==> src/rtl/sgr_pkg.sv <==
`default_nettype none

package sgr_pkg;

    localparam int PixW    = 8;
    localparam int GradW   = 13;
    localparam int OutColW = 11;
    localparam int RowW    = 12;
    localparam int CfgW    = 12;
    localparam int SmoothW = 12;

    localparam logic       REG_IMAGE_WIDTH  = 1'b0;
    localparam logic       REG_IMAGE_HEIGHT = 1'b1;
    localparam logic [CfgW-1:0] WIDTH_RESET  = 12'd640;
    localparam logic [CfgW-1:0] HEIGHT_RESET = 12'd480;

    typedef logic [PixW-1:0]  pix_t;
    typedef logic signed [GradW-1:0] grad_t;

    typedef struct packed {
        logic row_ge1;
        logic row_ge2;
        logic has_result;
        logic last;
    } sgr_ctl_t;

    // 3*(a+b) + 10*m, max 4080
    function automatic logic [SmoothW-1:0] smooth3(input pix_t a, input pix_t m, input pix_t b);
        logic [PixW:0] s;
        begin
            s = {1'b0, a} + {1'b0, b};
            smooth3 = SmoothW'({s, 1'b0}) + SmoothW'(s)
                    + SmoothW'({m, 3'b000}) + SmoothW'({m, 1'b0});
        end
    endfunction

endpackage

`default_nettype wire

==> src/rtl/sgr_window.sv <==
`default_nettype none

module sgr_window
    import sgr_pkg::*;
(
    input  wire logic           clk,
    input  wire logic           rst_n,
    input  wire logic           clear,
    input  wire logic           adv,
    input  wire sgr_ctl_t       ctl,
    input  wire pix_t           pixel,
    input  wire logic [2*PixW-1:0] mem_rdata,
    output grad_t               grad_x,
    output grad_t               grad_y,
    output logic [2*PixW-1:0]   wb_data
);

    pix_t window_reg [6];
    pix_t window_next [6];
    pix_t nt, nm, nb;
    logic [SmoothW-1:0] sx_new, sx_old, sy_new, sy_old;

    assign nb = pixel;
    assign nm = ctl.row_ge1 ? mem_rdata[2*PixW-1:PixW] : '0;
    assign nt = ctl.row_ge2 ? mem_rdata[PixW-1:0] : '0;

    // {line_prev, line_prev2}; prev2 keeps its old value on the first row
    assign wb_data = {nb, ctl.row_ge1 ? mem_rdata[2*PixW-1:PixW] : mem_rdata[PixW-1:0]};

    assign sx_new = smooth3(nt, nm, nb);
    assign sx_old = smooth3(window_reg[0], window_reg[1], window_reg[2]);
    assign sy_new = smooth3(window_reg[2], window_reg[5], nb);
    assign sy_old = smooth3(window_reg[0], window_reg[3], nt);

    assign grad_x = GradW'(signed'({1'b0, sx_new}) - signed'({1'b0, sx_old}));
    assign grad_y = GradW'(signed'({1'b0, sy_new}) - signed'({1'b0, sy_old}));

    always_comb
    begin
        window_next[0] = window_reg[3];
        window_next[1] = window_reg[4];
        window_next[2] = window_reg[5];
        window_next[3] = nt;
        window_next[4] = nm;
        window_next[5] = nb;
    end

    always_ff @(posedge clk or negedge rst_n)
    begin
        if (!rst_n)
        begin
            for (int i = 0; i < 6; i++)
            begin
                window_reg[i] <= '0;
            end
        end
        else if (clear)
        begin
            for (int i = 0; i < 6; i++)
            begin
                window_reg[i] <= '0;
            end
        end
        else if (adv)
        begin
            for (int i = 0; i < 6; i++)
            begin
                window_reg[i] <= window_next[i];
            end
        end
    end

endmodule

`default_nettype wire

==> config.mk <==
export PLATFORM = sky130hd
export DESIGN_NAME = sgr_window
export DESIGN_NICKNAME = d
export VERILOG_FILES = /design/src/rtl/sgr_pkg.sv /design/src/rtl/sgr_window.sv
export SDC_FILE = /design/constraint.sdc
export NUM_CORES = 1
export LEC_CHECK = 0
export BUFFER_PORTS_ARGS = -buffer_cell sky130_fd_sc_hd__buf_4
export CAP_MARGIN = 20
export CORE_UTILIZATION = 50
export CTS_CLUSTER_DIAMETER = 150
export CTS_CLUSTER_SIZE = 16
export DETAILED_ROUTE_END_ITERATION = 10
export HOLD_SLACK_MARGIN = 0.08
export PLACE_DENSITY_LB_ADDON = 0.3
export SYNTH_ARGS = -nofsm -noshare
export SYNTH_HDL_FRONTEND = slang
export SYNTH_SLANG_ARGS = --single-unit
==> constraint.sdc <==
create_clock -name clk -period 13.1 [get_ports clk]
set_input_delay 2.62 -clock clk [delete_from_list [all_inputs] [get_ports clk]]
set_output_delay 2.62 -clock clk [all_outputs]
set_load 0.01 [all_outputs]
==> results.py <==
metrics = {
    "clock_tree": {
        "cts_buffers": 5,
        "ctsHoldBuffers": 0,
        "cts_tree": "built",
        "path_clk_slew_ps": 80,
        "clk_latency_ps": 300,
        "clockBufferDepth": 2,
        "htreeDepth": 2,
        "clock-sinks": 48,
        "cts_root_buf": "clkbuf_16",
        "cts_resized": 0,
        "cts_setup_buffers": 0,
    },
    "die": {
        "io_pins": 74,
        "fp.dieW_microns": 119.5,
        "die_area_sq_mm": 0.01428,
        "die_y_microns": 119.5,
        "rows": 42,
        "start_util_pct": 51.72,
        "core_area_sq_mm": 0.01335,
    },
    "setup_path": {
        "r2r_cells": 2,
        "critical-path-max-stage-delay_ps": 550,
        "worstPathArrival_ps": 8490,
        "rrSetupSlack_ps": 12180,
        "worstReg2RegStart": "window_reg[41]",
        "crit_path_top_delay_cell": "fa_1",
        "worstSetupPathType": "in -> out",
        "startpoint_type": "input port",
        "crit_path_end_kind": "primary output",
        "crit_path_cell_trace": "buf_4 -> and2_1 -> ha_1 -> ha_1 -> a21oi_1 -> o32ai_1 -> a21oi_1 -> a21oi_1 -> a31oi_1 -> inv_1 -> fa_1 -> inv_1 -> fa_1 -> inv_1 -> fa_1 -> fa_1 -> inv_1 -> ha_1 -> or4_1 -> o21ai_1 -> nor2_1 -> a211o_1 -> buf_4",
        "reg2reg_to": "window_reg[41]",
        "critical_path_required_ps": 10480,
        "path_max_fanout": 12,
    },
    "outcome": {
        "outcome": "complete, no violations",
    },
    "finish": {
        "multi_input_area_sq_mm": 0.004841,
        "final.fill_count": 1178,
        "final_cell_mix": "inv_1, fa_1, buf_4, nor2_1, ha_1",
        "layout_commonest_cell": "inv_1",
        "syn2layout_area_growth_pct": 10.89,
        "fin_nets": 986,
        "diodes": 0,
        "layout-drive-gt1-share_pct": 11.48,
        "seq_area_sq_mm": 0.001201,
    },
    "timing": {
        "period_share_pct": 84.83,
        "grt_setup_unrepaired": "no",
        "tightestPinTransition_ps": 820.5,
        "max_slew_margin_pct": 45.30,
        "hold_violations": 0,
        "fmax_mhz": 89.99,
        "drv_slew": 0,
        "min_period_ps": 11110,
        "skew_ps": 12.21,
        "setup_viol": 0,
        "worst_slack_ps": 1987,
        "fin_tns_setup_ps": 0,
    },
    "power": {
        "pwr_density_cell_mw_per_mm2": 215.2,
        "power_mw": 1.648,
        "p_leak_nw": 4.081,
        "vdd_drop_max_mv": 0.2049,
    },
    "routing": {
        "finalWirelength_mm": 14.04,
        "drtIter0Drc": 291,
        "final_antenna_net_count": 0,
        "vias": 4989,
        "wl_per_cell_microns": 14.49,
        "dr.pass1.iters": 4,
        "drc": 0,
        "via_per_inst": 5.149,
    },
    "synthesis": {
        "ys_ff_latch": 48,
        "synthCells": 743,
        "ys_seq_area_share_pct": 17.40,
        "synth_top_area_share_pct": 28.13,
        "synth_cell_type_count": 50,
        "yosysTopAreaCell": "fa_1",
        "syn_area_per_cell_sq_um": 9.292,
        "syn_nets": 937,
        "synth.area.top_cells": "fa_1, dfrtp_1, ha_1, inv_1, mux2i_1",
        "syn_area_sq_mm": 0.006904,
        "synth_warnings": 0,
    },
    "grt": {
        "antenna_found_initial": 0,
        "grt.busiest_layer": "met2",
        "gr-usage-all-layers_pct": 21.73,
        "first_global_vias": 5195,
        "grt.overflow.total": 0,
        "use_met2_pct": 39.63,
        "grt_pass1_wl_mm": 24.78,
        "grtUsageMet3_pct": 2.614,
        "grt_max_degree": 54,
        "grt_use_met1_pct": 28.00,
    },
    "min_path": {
        "hold_depth": 2,
        "hold_path.class": "reg -> reg",
        "holdCritStartpoint": "window_next[32]",
        "min_to": "window_next[32]",
    },
    "job": {
        "max_cap_violations": 0,
    },
    "place": {
        "dp_slack_ps": 2141,
        "dp_hpwl_mm": 11.59,
        "gp_congestion": 0.8107,
        "port_buffers": 71,
    },
}
-- metrics by stage --
stage,instance area (sq um),utilization (%),hold slack (ps),std cells
after floorplan,6904,-,486.0,743
after global placement,7478,56.03,501.3,961
after detailed placement,7478,56.03,515.3,961
after CTS,7656,57.36,532.8,969
after global routing,7656,57.36,558.7,969
final,7656,57.36,530.9,969
-- worst max-delay path, delay by kind of cell --
family | cells | cell delay, ps
adder cells (fa/ha/maj) | 7 | 2820
AND/OR/NAND/NOR | 3 | 740
AO/OA/AOI/OAI | 7 | 1750
buffers and inverters | 6 | 540
-- cells by family after synthesis --
family	share of synthesized area (%)
buffers and inverters	12.49
multiplexers	6.397
AO/OA/AOI/OAI	9.605
adder cells (fa/ha/maj)	39.91
flip-flops	17.40
XOR/XNOR	6.071
AND/OR/NAND/NOR	8.137
-- synthesized netlist by cell type, drive strengths merged --
| cell | n |
|---|---|
| inv | 182 |
| fa | 97 |
| nor2 | 69 |
| ha | 65 |
| dfrtp | 48 |
| mux2i | 43 |
| a21oi | 34 |
| xnor2 | 31 |
| nand2 | 26 |
| o21ai | 24 |
| buf | 22 |
| xor2 | 16 |
| a21o | 12 |
| nand2b | 8 |
| clkbuf | 7 |
| nand3 | 7 |
| nor3 | 7 |
| and2 | 5 |
| o21bai | 5 |
| o22ai | 4 |
| o41ai | 4 |
| a31oi | 3 |
| o21a | 3 |
| a311o | 2 |
| a311oi | 2 |
| nor2b | 2 |
| or4 | 2 |
| a211o | 1 |
| a211oi | 1 |
| a221oi | 1 |
| a2bb2oi | 1 |
| a32oi | 1 |
| and3 | 1 |
| mux2 | 1 |
| nor4 | 1 |
| o211ai | 1 |
| o22a | 1 |
| o311ai | 1 |
| o32ai | 1 |
| or2 | 1 |
-- layer usage --
layer | routed length [microns] | vias to the layer above
li1 | - | 2405
met1 | 5883 | 2451
met5 | 0 | -
met4 | 186 | 0
met2 | 7343 | 115
met3 | 627 | 18
-- area by class of cell --
cell class	count	share of cell area (%)
clock buffers	6	1.814
clock inverters	2	0.5066
flip-flops and latches	48	15.69
well taps	176	2.876
multi-input cells	484	63.23
inverters	182	8.923
repair buffers	71	6.962
-- where the power goes --
part           switching (mW)  internal (mW)
logic                   0.667          0.664
clock network          0.0611         0.0958
registers             0.00694          0.153
-- worst max-delay path by stage --
stage / from / endpoint / depth (start not counted)
detailed placement: ctl[2] / grad_y[12] / 23
floorplan: ctl[2] / grad_y[12] / 22
finish: ctl[2] / grad_y[12] / 23
CTS: ctl[2] / grad_y[12] / 23
global route: ctl[2] / grad_y[12] / 23
global placement: ctl[2] / grad_y[12] / 23
(Power assumes the default switching activity.)
